===== src/sfhc_pkg.sv =====
// ----------------------------------------------------------------------------
// sfhc_pkg: shared types and constants of the serial frame checker
// Word layouts, status codes, register indexes and CRC-16 constants.
// ----------------------------------------------------------------------------
package sfhc_pkg;

    // crc-16 (reflected) constants
    localparam logic [15:0] CRC_POLY = 16'hA001;
    localparam logic [15:0] CRC_INIT = 16'hFFFF;

    // shortest frame the checker accepts as a length setting
    localparam logic [7:0] MIN_LENGTH = 8'd4;

    // status codes
    localparam logic [2:0] STATUS_OK       = 3'd0;
    localparam logic [2:0] STATUS_BAD_LEN  = 3'd1;
    localparam logic [2:0] STATUS_BAD_ADDR = 3'd2;
    localparam logic [2:0] STATUS_BAD_FUNC = 3'd3;
    localparam logic [2:0] STATUS_BAD_CRC  = 3'd4;

    // configuration register indexes
    localparam logic [1:0] CFG_EXPECTED_LENGTH = 2'd0;
    localparam logic [1:0] CFG_STATION_ADDRESS = 2'd1;
    localparam logic [1:0] CFG_FUNCTION_CODE   = 2'd2;

    typedef struct packed {
        logic [7:0] rx_byte;
        logic       block_end;
    } in_word_t;

    typedef struct packed {
        logic [2:0]  status;
        logic [15:0] computed_crc;
    } out_word_t;

    typedef struct packed {
        logic [7:0] expected_length;
        logic [7:0] station_address;
        logic [7:0] function_code;
    } cfg_t;

endpackage


===== src/sfhc_crc_byte.sv =====
// ----------------------------------------------------------------------------
// sfhc_crc_byte: one-byte crc-16 update
// Feeds eight bits of a byte into the reflected crc-16, unrolled.
// ----------------------------------------------------------------------------
module sfhc_crc_byte (
    input  logic [15:0] crc_in,
    input  logic [7:0]  data_in,
    output logic [15:0] crc_out
);
    import sfhc_pkg::*;

    // eight shift and conditional xor steps
    always_comb begin
        logic [15:0] c;
        c = crc_in ^ {8'h00, data_in};
        for (int k = 0; k < 8; k++) begin
            if (c[0]) begin
                c = {1'b0, c[15:1]} ^ CRC_POLY;
            end else begin
                c = {1'b0, c[15:1]};
            end
        end
        crc_out = c;
    end

endmodule


===== src/sfhc_frame_check.sv =====
// ----------------------------------------------------------------------------
// sfhc_frame_check: per-frame state and header/crc checks
// Holds byte position, running crc and first error; builds the result word.
// ----------------------------------------------------------------------------
module sfhc_frame_check (
    input  logic                aclk,
    input  logic                aresetn,
    input  logic                advance,
    input  sfhc_pkg::in_word_t  word_in,
    input  sfhc_pkg::cfg_t      cfg,
    output sfhc_pkg::out_word_t result
);
    import sfhc_pkg::*;

    logic [7:0]  pos_reg, pos_next;
    logic [15:0] crc_reg, crc_next;
    logic [2:0]  err_reg, err_next;
    logic [7:0]  len, len_m1, len_m2;
    logic [15:0] crc_fed;
    logic [7:0]  b;

    assign b = word_in.rx_byte;

    // effective length, clamped up to the minimum
    assign len    = (cfg.expected_length < MIN_LENGTH) ? MIN_LENGTH : cfg.expected_length;
    assign len_m1 = len - 8'd1;
    assign len_m2 = len - 8'd2;

    sfhc_crc_byte u_crc (
        .crc_in  (crc_reg),
        .data_in (b),
        .crc_out (crc_fed)
    );

    // checks in priority order, first failure sticks
    always_comb begin
        err_next = err_reg;
        crc_next = crc_reg;
        if (pos_reg < len) begin
            if (err_reg == STATUS_OK) begin
                priority if (pos_reg == 8'd0 && b != len) begin
                    err_next = STATUS_BAD_LEN;
                end else if (pos_reg == 8'd1 && b != cfg.station_address) begin
                    err_next = STATUS_BAD_ADDR;
                end else if (pos_reg == 8'd2 && b != cfg.function_code) begin
                    err_next = STATUS_BAD_FUNC;
                end else if (pos_reg == len_m2 && b != crc_reg[7:0]) begin
                    err_next = STATUS_BAD_CRC;
                end else if (pos_reg == len_m1 && b != crc_reg[15:8]) begin
                    err_next = STATUS_BAD_CRC;
                end else begin
                    err_next = err_reg;
                end
            end
            if (pos_reg < len_m2) begin
                crc_next = crc_fed;
            end
        end
        // position saturates at the top
        pos_next = (pos_reg != 8'hFF) ? pos_reg + 8'd1 : pos_reg;
    end

    // result word for the last byte of a block
    always_comb begin
        result.computed_crc = crc_next;
        if (err_next == STATUS_OK && pos_next < len) begin
            result.status = STATUS_BAD_CRC;
        end else begin
            result.status = err_next;
        end
    end

    // frame state, cleared at block end
    always_ff @(posedge aclk) begin
        if (!aresetn) begin
            pos_reg <= 8'd0;
            crc_reg <= CRC_INIT;
            err_reg <= STATUS_OK;
        end else if (advance) begin
            if (word_in.block_end) begin
                pos_reg <= 8'd0;
                crc_reg <= CRC_INIT;
                err_reg <= STATUS_OK;
            end else begin
                pos_reg <= pos_next;
                crc_reg <= crc_next;
                err_reg <= err_next;
            end
        end
    end

    // block end restarts the frame
    a_end_clears: assert property (@(posedge aclk)
        advance && word_in.block_end |=> pos_reg == 8'd0 && crc_reg == CRC_INIT
                                          && err_reg == STATUS_OK)
        else $error("frame state not cleared after block end");

    // position counts bytes until it saturates
    a_pos_count: assert property (@(posedge aclk) disable iff (!aresetn)
        advance && !word_in.block_end && pos_reg != 8'hFF
        |=> pos_reg == $past(pos_reg) + 8'd1)
        else $error("byte position did not advance");

    // a recorded error is never overwritten within a frame
    a_err_sticky: assert property (@(posedge aclk) disable iff (!aresetn)
        advance && !word_in.block_end && err_reg != STATUS_OK
        |=> err_reg == $past(err_reg))
        else $error("first error changed");

endmodule


===== config.mk =====
export PLATFORM = sky130hd
export DESIGN_NAME = sfhc_frame_check
export DESIGN_NICKNAME = d
export VERILOG_FILES = /design/src/sfhc_pkg.sv /design/src/sfhc_crc_byte.sv /design/src/sfhc_frame_check.sv
export SDC_FILE = /design/constraint.sdc
export NUM_CORES = 1
export LEC_CHECK = 0
export BUFFER_PORTS_ARGS = -buffer_cell sky130_fd_sc_hd__buf_4
export CAP_MARGIN = 20
export CORE_MARGIN = 5
export CORE_UTILIZATION = 51
export DETAILED_ROUTE_END_ITERATION = 6
export PLACE_DENSITY = 0.77
export REMOVE_ABC_BUFFERS = 1
export SETUP_SLACK_MARGIN = 0.05
export SLEW_MARGIN = 20
export SYNTH_ARGS = -nofsm -noshare
export SYNTH_HDL_FRONTEND = slang
export SYNTH_SLANG_ARGS = --single-unit

===== constraint.sdc =====
create_clock -name aclk -period 4.65 [get_ports aclk]
set_input_delay 0.93 -clock aclk [delete_from_list [all_inputs] [get_ports aclk]]
set_output_delay 0.93 -clock aclk [all_outputs]
set_load 0.02 [all_outputs]

==> flow_metrics.env, run 1 <==
export IMPL_fin_skew_ns=0.00439
export IMPL_syn_avg_cell_area_um2=8.21
export IMPL_grtUsageTotal_pct=22.9
export IMPL_viasPerCell=5.85
export IMPL_h_tree_depth=1
export IMPL_synth_common_cells="xor2_1, ha_1, xnor2_1"
export IMPL_critPathLaunchType="input port"
export IMPL_core_mm2=0.00557
export IMPL_chipWidth_um=86.3
export IMPL_hpwlAfterDp_mm=6.38
export IMPL_required_ns=3.72
export IMPL_post_place_ws_ns=-0.0920
export IMPL_hold_path_class="register to register"
export IMPL_worstSetupPathType="input port to output pin"
export IMPL_ys_ff_latch=27
export IMPL_synthesis_area_mm2=0.00297
export IMPL_synth_compound_area_share_pct=21.8
export IMPL_yosys_warnings=0
export IMPL_p_leak_nw=1.69
export IMPL_fin_ws_ns=-0.0226
export IMPL_drt_pass1_iterations=4
export IMPL_max_clock_freq_mhz=214
export IMPL_violations="setup timing"
export IMPL_slew_headroom_pct=52.5
export IMPL_period_share_pct=100
export IMPL_numClockSinks=27
export IMPL_grt_max_degree=17
export IMPL_status="complete, but fails checks"
export IMPL_io_buffer_count=54
export IMPL_wl_mm=8.49
export IMPL_yosysTopAreaCell="dfxtp_1"
export IMPL_numCtsBuffers=3
export IMPL_cp_end_kind="output pin"
export IMPL_yosys_top_cells_area="dfxtp_1, ha_1, xor2_1, xnor2_1, mux2_1"
export IMPL_synth_main_ff_cell="dfxtp_1"
export IMPL_drtAntennaViolNets=0
export IMPL_cts_hold_buf=0
export IMPL_drive_gt1_share_pct=29.4
export IMPL_nNetsFinal=482
export IMPL_clockBufferDepth=2
export IMPL_die_area_mm2=0.00745
export IMPL_setup_violations=3
export IMPL_async_reset_ff_share_pct=0
export IMPL_yosysSeqAreaShare_pct=18.2
export IMPL_synthAdderAreaFrac_pct=13.0
export IMPL_n_antenna_cell=0
export IMPL_clk_insertion_delay_late_ns=0.28
export IMPL_max_vdd_ir_drop_mv=0.218
export IMPL_cts_root_buf="clkbuf_8"
export IMPL_setup_tns_ns=-0.0259
export IMPL_die_y_um=86.3
export IMPL_fin_crit_ns=4.67
export IMPL_synth_mux_area_share_pct=4.80
export IMPL_pin_count=55
export IMPL_gp_congestion=0.975
export IMPL_rows=27
export IMPL_largest_register_ffs=16
export IMPL_start_util_pct=53.3
export IMPL_yosysMostFrequentCell="xor2_1"
export IMPL_ys_types=58
export IMPL_grt_setup_unrepaired="yes"
export IMPL_drtIter0Drc=220
export IMPL_antenna_found_initial=0
export IMPL_grt_overflow_total=0
export IMPL_drc_errors=0
export IMPL_worstMarginPinSlew_ns=0.711
export IMPL_yosys_area_share_xor_xnor_pct=18.6
export IMPL_synth_top_family_by_area="compound AO/OA/AOI/OAI gates"
export IMPL_cts_tree="built"
export IMPL_arrival_ns=3.74
export IMPL_clk_pin_slew_worst_paths_ns=0.10
export IMPL_syn2layout_area_growth_pct=26.8
export IMPL_synth_simple_gate_area_share_pct=17.1
export IMPL_fill_cells=453
export IMPL_drv_slew=0
export IMPL_power_density_mw_per_mm2=228
export IMPL_synth_top_area_share_pct=18.2
export IMPL_synth_cells=362
export IMPL_final_hold_viol_count=0
export IMPL_path_max_fanout=3
export IMPL_grt_pass1_vias=2840
export IMPL_wl_per_cell_um=17.4
export IMPL_drv_cap=0
export IMPL_grt_pass1_wl_mm=14.0
export IMPL_vias=2850
export IMPL_synth_edf_count=0
## final cells by class
| type | count | area (µm²) | area share [%] |
|---|---|---|---|
| Multi-Input combinational cell | 290 | 2380 | 63.2 |
| Timing Repair Buffer | 75 | 634 | 16.8 |
| Sequential cell | 27 | 541 | 14.4 |
| Clock buffer | 3 | 41.3 | 1.10 |
| Inverter | 19 | 71.3 | 1.89 |
| Tap cell | 72 | 90.1 | 2.39 |
| Clock inverter | 1 | 7.51 | 0.199 |
## what timing repair did
| item | CTS | global route |
|---|---|---|
| setup buffers | 3 | 2 |
| endpoints found under the setup margin | 18 | 18 |
| gates resized for setup | 16 | 36 |
| gates cloned | 1 | 0 |
| pin swaps | 7 | 10 |
## report_power, final
part / total [W] / leakage, nW / switching (W) / internal (W)
clock: 0.000142 / 0.0217 / 0.0000814 / 0.0000610
sequential: 0.000260 / 0.220 / 0.0000164 / 0.000244
combinational: 0.000456 / 1.45 / 0.000243 / 0.000213
## critical path: stages
cell	delay, ns
buf_8	0.10
nor4_4	0.31
nand2_2	0.12
nand2_4	0.11
buf_4	0.12
ha_4	0.18
a21o_1	0.15
maj3_2	0.30
a221o_1	0.36
or2_4	0.26
o31a_1	0.24
a21o_1	0.18
a41o_1	0.23
buf_6	0.13
## cells in the final DEF, fill, tap and decap left out, types with 6 or more instances in the layout
cell type  netlist  final
a21o_1          10     10
a21oi_1         18     17
a2bb2oi_1        8      8
a31oi_1          7      6
buf_4            3     57
buf_6            1     17
dfxtp_1         27     27
ha_1            30     28
inv_1           15     14
mux2_4           0      9
nand2_1         19     17
nand4_1          7      7
nor2_1          13     12
nor2b_1         13     13
nor4_1           8      7
o21ai_0          6      6
o21ai_1         13     10
o22a_1           9      9
xnor2_1         28     28
xor2_1          35     35
## cell families (layout without fill, tap and decap cells)
family                   count (synthesis)  count (layout)
AO/OA/AOI/OAI                           91              91
XOR/XNOR                                63              63
adder cells (fa/ha/maj)                 31              31
buffers and inverters                   45              98
flip-flops                              27              27
multiplexers                            13              13
AND/OR/NAND/NOR                         92              92
## stage by stage
step	utilization, %	std cells	hold slack [ns]	power (W)	area (µm²)
2_1_floorplan	-	336	0.494	0.000509	2850
6_report	67.6	487	0.523	0.000858	3770
5_1_grt	67.6	487	0.534	0.000912	3770
3_3_place_gp	62.0	477	0.504	0.000671	3460
3_5_place_dp	62.0	477	0.507	0.000678	3460
4_1_cts	64.6	485	0.523	0.000827	3600
## layer usage
layer | vias up | part of all wire [%] | global-route usage [%]
met5 | - | 0 | 0
met4 | 0 | 2.3 | 6.37
met3 | 22 | 6.7 | 3.61
met2 | 88 | 47 | 37.8
met1 | 1341 | 44 | 31.0
li1 | 1399 | - | -
## worst paths after layout
check / cells after the start / startpoint / slack [ns] / endpoint
worst max-delay path: 14 / cfg[23] / -0.02 / result[18]
worst min-delay path: 1 / crc_reg[7] / 0.52 / crc_reg[7]
worst max register to register: 12 / pos_reg[6] / 1.45 / crc_reg[2]
worst min register to register: 1 / crc_reg[7] / 0.52 / crc_reg[7]
(Power assumes the default switching activity.)
==> inputs of run 2 (changes only) <==
- CELL_PAD_IN_SITES_DETAIL_PLACEMENT: not set -> 0
- CELL_PAD_IN_SITES_GLOBAL_PLACEMENT: not set -> 1
- CORE_UTILIZATION: 51 -> 38
- PLACE_DENSITY: 0.77 -> not set
- PLACE_DENSITY_LB_ADDON: not set -> 0.1
==> run 2 against run 1 <==
Compared with the run above: the run now ends clean; die area up 30%; sequential share of layout area down 0.96 points; clock power up 6%; critical endpoint unchanged; combinational power up 4.6%; non-clock buffer count up 22; setup slack better by 0.032 ns; global-route usage down 4.6 points; clock-buffer cell count unchanged; register-to-register slack better by 0.10 ns; flip-flop and latch count unchanged; highest routed layer unchanged.
==> flow_metrics.env, run 2 (synthesis gave the netlist of run 1 again) <==
export IMPL_wl_mm=8.99
export IMPL_final_common_cell="buf_4"
export IMPL_critPathLaunchType="input port"
export IMPL_cp_slowest_cell="a221o_1"
export IMPL_period_share_pct=99.8
export IMPL_drtAntennaViolNets=0
export IMPL_layout_common_cells="buf_4, xor2_1, xnor2_1, ha_1, dfxtp_1"
export IMPL_p_sw_w=0.000354
export IMPL_grt_pass1_vias=2896
export IMPL_combPwrFrac_pct=53.7
export IMPL_cp_end_kind="output pin"
export IMPL_dp_cells=521
export IMPL_required_ns=3.72
export IMPL_slew_headroom_pct=50.4
export IMPL_rows=32
export IMPL_path_cells="buf_6 -> buf_6 -> nor4_4 -> nand2_2 -> nand2_4 -> ha_4 -> a21o_1 -> maj3_2 -> a221o_1 -> or2_4 -> o31a_1 -> a21o_1 -> a41o_1 -> buf_6"
export IMPL_max_clock_freq_mhz=215
export IMPL_fin_skew_ns=0.00836
export IMPL_vias=2840
export IMPL_grt_max_degree=18
export IMPL_pin_count=55
export IMPL_drv_slew=0
export IMPL_post_place_ws_ns=-0.214
export IMPL_register_area_um2=541
export IMPL_setup_violations=0
export IMPL_core_mm2=0.00769
export IMPL_numCtsBuffers=3
export IMPL_numClockSinks=27
export IMPL_status="completed"
export IMPL_worstMarginPinSlew_ns=0.743
export IMPL_worstSetupPathType="input port to output pin"
export IMPL_cts_tree="built"
export IMPL_multiInputGateArea_mm2=0.00243
export IMPL_worst_path_largest_cell_delay_ns=0.35
export IMPL_pwr_share_clk_pct=16.9
export IMPL_startpoint="cfg[20]"
export IMPL_grt_setup_unrepaired="yes"
export IMPL_grt_overflow_total=0
export IMPL_fill_cells=772
export IMPL_clockBufferDepth=2
export IMPL_nNetsFinal=504
export IMPL_chipWidth_um=98.4
export IMPL_max_vdd_ir_drop_mv=0.116
export IMPL_die_y_um=98.4
export IMPL_drive_gt1_share_pct=34.1
export IMPL_wl_per_cell_um=16.7
export IMPL_p_int_w=0.000535
export IMPL_drv_cap=0
export IMPL_io_buffer_count=54
export IMPL_hold_start="crc_reg[6]"
export IMPL_path_max_fanout=4
export IMPL_total_power_w=0.000888
export IMPL_drtIter0Drc=114
export IMPL_grt_pass1_wl_mm=14.7
export IMPL_p_leak_nw=1.82
export IMPL_clk_insertion_delay_late_ns=0.29
export IMPL_hold_path_class="register to register"
export IMPL_arrival_ns=3.71
export IMPL_start_util_pct=38.6
export IMPL_drt_pass1_iterations=4
export IMPL_clk_pin_slew_worst_paths_ns=0.11
export IMPL_final_cells=539
export IMPL_drc_errors=0
export IMPL_r2r_start="pos_reg[7]"
export IMPL_n_antenna_cell=0
export IMPL_gp_congestion=0.855
export IMPL_die_area_mm2=0.00968
export IMPL_switching_share_pct=39.8
export IMPL_fin_crit_ns=4.64
export IMPL_largest_register_ffs=16
export IMPL_p_seq_share_pct=29.3
export IMPL_power_density_mw_per_mm2=220
export IMPL_h_tree_depth=1
export IMPL_hpwlAfterDp_mm=6.89
export IMPL_final_hold_viol_count=0
export IMPL_viasPerCell=5.27
export IMPL_grtUsageTotal_pct=18.3
export IMPL_cts_root_buf="clkbuf_8"
export IMPL_antenna_found_initial=0
export IMPL_syn2layout_area_growth_pct=35.8
export IMPL_finish_utilization_pct=52.5
export IMPL_cp_common_cell="buf_6"
export IMPL_fin_ws_ns=0.00898
-- run 2: worst paths after layout --
path / endpoint / slack (ns) / depth (start not counted)
min reg2reg: crc_reg[6] / 0.53 / 1
max reg2reg: crc_reg[14] / 1.55 / 11
min: crc_reg[6] / 0.53 / 1
max: result[18] / 0.009 / 14
-- run 2: layout make-up --
cell class	instances	area share, %
clock inverter	1	0.217
timing repair buffer	97	20.1
multi-input combinational	290	60.3
clock buffer	3	1.02
inverter	19	1.77
sequential	27	13.4
tap	102	3.16
-- run 2: per-stage QoR --
stage | hold WS [ns] | instance area [µm²] | setup TNS, ns
6_report | 0.529 | 4040 | 0
4_1_cts | 0.525 | 3920 | -1.14
5_1_grt | 0.543 | 4040 | -1.16
3_3_place_gp | 0.505 | 3600 | -2.49
3_5_place_dp | 0.508 | 3600 | -2.50
2_1_floorplan | 0.494 | 2850 | -2.85
-- run 2: power by group through the flow --
stage                     Clock, W  Sequential, W  Combinational (W)
after floorplan                  0       0.000261           0.000248
after global placement           0       0.000265           0.000426
after detailed placement         0       0.000265           0.000427
after CTS                 0.000156       0.000260           0.000468
after global routing      0.000164       0.000262           0.000511
final                     0.000150       0.000261           0.000477
-- run 2: what timing repair did --
action                                  4_1_cts  5_1_grt
pin swaps                                    10       15
buffers inserted                             14        1
cloned                                        1        0
hold buffers                                  0        0
gates resized for setup                      40       23
endpoints found under the setup margin       18       19
-- run 2: worst max-delay path: cells and delay by family --
| kind | cells | cell delay, ns |
|---|---|---|
| AO/OA/AOI/OAI | 5 | 1.15 |
| adder cells (fa/ha/maj) | 2 | 0.50 |
| AND/OR/NAND/NOR | 4 | 0.78 |
| buffers and inverters | 3 | 0.34 |
-- run 2: routing by layer --
layer	global-route usage, %	up-vias	wire (µm)
li1	-	1439	-
met4	2.94	0	63
met3	2.69	6	368
met5	0	-	0
met2	29.2	61	4020
met1	26.7	1334	4530
==> inputs of run 3 (changes only) <==
- BUFFER_PORTS_ARGS: -buffer_cell sky130_fd_sc_hd__buf_4 -> not set
- CORE_UTILIZATION: 38 -> 43
- DONT_BUFFER_PORTS: not set -> 1
==> run 3 against run 2 <==
Compared with the run above: clock skew up 0.0050 ns; hold slack worse by 0.0041 ns; fmax up 4.1%.
==> flow_metrics.env, run 3 (synthesis gave the netlist of run 1 again) <==
export IMPL_r2r_cells=9
export IMPL_wl_mm=8.04
export IMPL_power_density_mw_per_mm2=238
export IMPL_grtUsageTotal_pct=19.0
export IMPL_pin_count=55
export IMPL_io_buffer_count=0
export IMPL_clk_pin_slew_worst_paths_ns=0.12
export IMPL_die_y_um=93.1
export IMPL_p_seq_share_pct=33.8
export IMPL_slew_headroom_pct=49.8
export IMPL_n_antenna_cell=0
export IMPL_combPwrFrac_pct=46.6
export IMPL_critPathLaunchType="input port"
export IMPL_cts_hold_buf=0
export IMPL_rows=30
export IMPL_start_util_pct=44.0
export IMPL_drt_pass1_iterations=4
export IMPL_core_mm2=0.00676
export IMPL_final_common_cell="xor2_1"
export IMPL_met3RoutedLength_um=351
export IMPL_r2r_start="pos_reg[1]"
export IMPL_nNetsFinal=427
export IMPL_gp_congestion=0.854
export IMPL_cp_slowest_cell="or4_4"
export IMPL_layout_common_cells="xor2_1, xnor2_1, ha_1, dfxtp_1, buf_4"
export IMPL_viasPerCell=5.77
export IMPL_switching_share_pct=39.2
export IMPL_max_vdd_ir_drop_mv=0.116
export IMPL_cp_buffers_inverters=0
export IMPL_hold_end="crc_reg[7]"
export IMPL_path_max_fanout=7
export IMPL_hold_path_cell_count=1
export IMPL_drtAntennaViolNets=0
export IMPL_final_hold_viol_count=0
export IMPL_p_int_w=0.000467
export IMPL_max_clock_freq_mhz=224
export IMPL_period_share_pct=95.9
export IMPL_vias=2539
export IMPL_drive_gt1_share_pct=16.9
export IMPL_grt_overflow_total=0
export IMPL_wl_met1_mm=4.11
export IMPL_dp_cells=433
export IMPL_worstSetupPathType="input port to output pin"
export IMPL_hold_start="crc_reg[7]"
export IMPL_required_ns=3.72
export IMPL_status="completed"
export IMPL_worstMarginPinSlew_ns=0.751
export IMPL_setup_violations=0
export IMPL_grt_pass1_vias=2517
export IMPL_pwr_share_clk_pct=19.6
export IMPL_numClockSinks=27
export IMPL_chipWidth_um=93.1
export IMPL_p_sw_w=0.000302
export IMPL_drv_slew=0
export IMPL_grt_setup_unrepaired="no"
export IMPL_hold_path_class="register to register"
export IMPL_clockBufferDepth=2
export IMPL_drc_errors=0
export IMPL_clk_insertion_delay_late_ns=0.29
export IMPL_grt_max_degree=18
export IMPL_wl_per_cell_um=18.3
export IMPL_cp_end_kind="output pin"
export IMPL_highest_layer="met4"
export IMPL_rrSetupSlack_ns=1.80
export IMPL_largest_register_ffs=16
export IMPL_final_cells=440
export IMPL_wl_met2_mm=3.48
export IMPL_drtIter0Drc=122
export IMPL_cts_tree="built"
export IMPL_path_cells="or4_4 -> o21ai_4 -> ha_4 -> xnor2_1 -> a211oi_2 -> o211ai_1 -> a2111oi_2 -> a31oi_2 -> o41ai_2 -> a41o_4"
export IMPL_hpwlAfterDp_mm=6.49
export IMPL_h_tree_depth=1
export IMPL_grt_pass1_wl_mm=13.2
export IMPL_cts_root_buf="clkbuf_8"
export IMPL_fin_area_mm2=0.00322
export IMPL_p_leak_nw=1.34
export IMPL_setup_tns_ns=0
export IMPL_antenna_found_initial=0
export IMPL_syn2layout_area_growth_pct=8.55
export IMPL_fin_crit_ns=4.46
export IMPL_cpLargestDelayFamily="compound AO/OA/AOI/OAI gates"
export IMPL_arrival_ns=3.53
export IMPL_fin_skew_ns=0.0134
export IMPL_numCtsBuffers=3
export IMPL_die_area_mm2=0.00867
export IMPL_dpl_instance_area_mm2=0.00308
export IMPL_drv_cap=0
export IMPL_regToRegEndpoint="crc_reg[0]"
export IMPL_worst_path_largest_cell_delay_ns=0.55
==> run 3: how the worst max path moves through the flow <==
| stage | from | end | slack (ns) | depth (start not counted) |
|---|---|---|---|---|
| detailed placement | cfg[23] | result[18] | 0.03 | 10 |
| global placement | cfg[23] | result[18] | -0.004 | 10 |
| global route | cfg[23] | result[18] | 0.03 | 10 |
| CTS | cfg[23] | result[18] | 0.07 | 10 |
| finish | cfg[23] | result[18] | 0.19 | 10 |
| floorplan | cfg[23] | result[11] | -0.32 | 12 |
==> run 3: power groups by stage <==
stage	registers (W)	clock network, W	logic (W)
final	0.000260	0.000150	0.000358
after global routing	0.000263	0.000167	0.000394
after CTS	0.000260	0.000154	0.000349
after detailed placement	0.000265	0	0.000348
after global placement	0.000265	0	0.000347
after floorplan	0.000261	0	0.000248
==> run 3: per-layer routing <==
layer	GRT usage, %	vias to the layer above
met2	29.4	55
li1	-	1286
met4	3.79	0
met5	0	-
met3	3.46	6
met1	27.4	1192
==> run 3: cell type report <==
cell class | count | area [µm²]
fill | 692 | 3530
tap | 80 | 100
sequential | 27 | 541
clock buffer | 3 | 41.3
timing repair buffer | 20 | 154
clock inverter | 1 | 8.76
multi-input combinational | 290 | 2310
inverter | 19 | 71.3
==> run 3: worst reg2reg max path, cell delays in order, from the launching register on <==
cell       delay, ns
dfxtp_1         0.51
ha_1            0.30
a21o_1          0.16
maj3_2          0.30
a221o_1         0.37
nor3_1          0.19
buf_4           0.23
o21ai_1         0.08
nand2_1         0.44
a2bb2oi_1       0.22
==> run 3: timing repair <==
action,CTS,global route
pin swaps,0,7
cloned,0,0
endpoints found under the setup margin,1,17
setup buffers,0,3
resized for setup,1,22
==> run 3: stage by stage <==
stage	total power (W)	hold WS, ns	utilization, %	setup slack [ns]
after floorplan	0.000509	0.494	-	-0.317
after global placement	0.000612	0.507	45.5	-0.00442
after detailed placement	0.000613	0.508	45.5	0.0306
after CTS	0.000763	0.526	46.3	0.0691
after global routing	0.000824	0.541	47.7	0.0317
final	0.000769	0.524	47.7	0.190
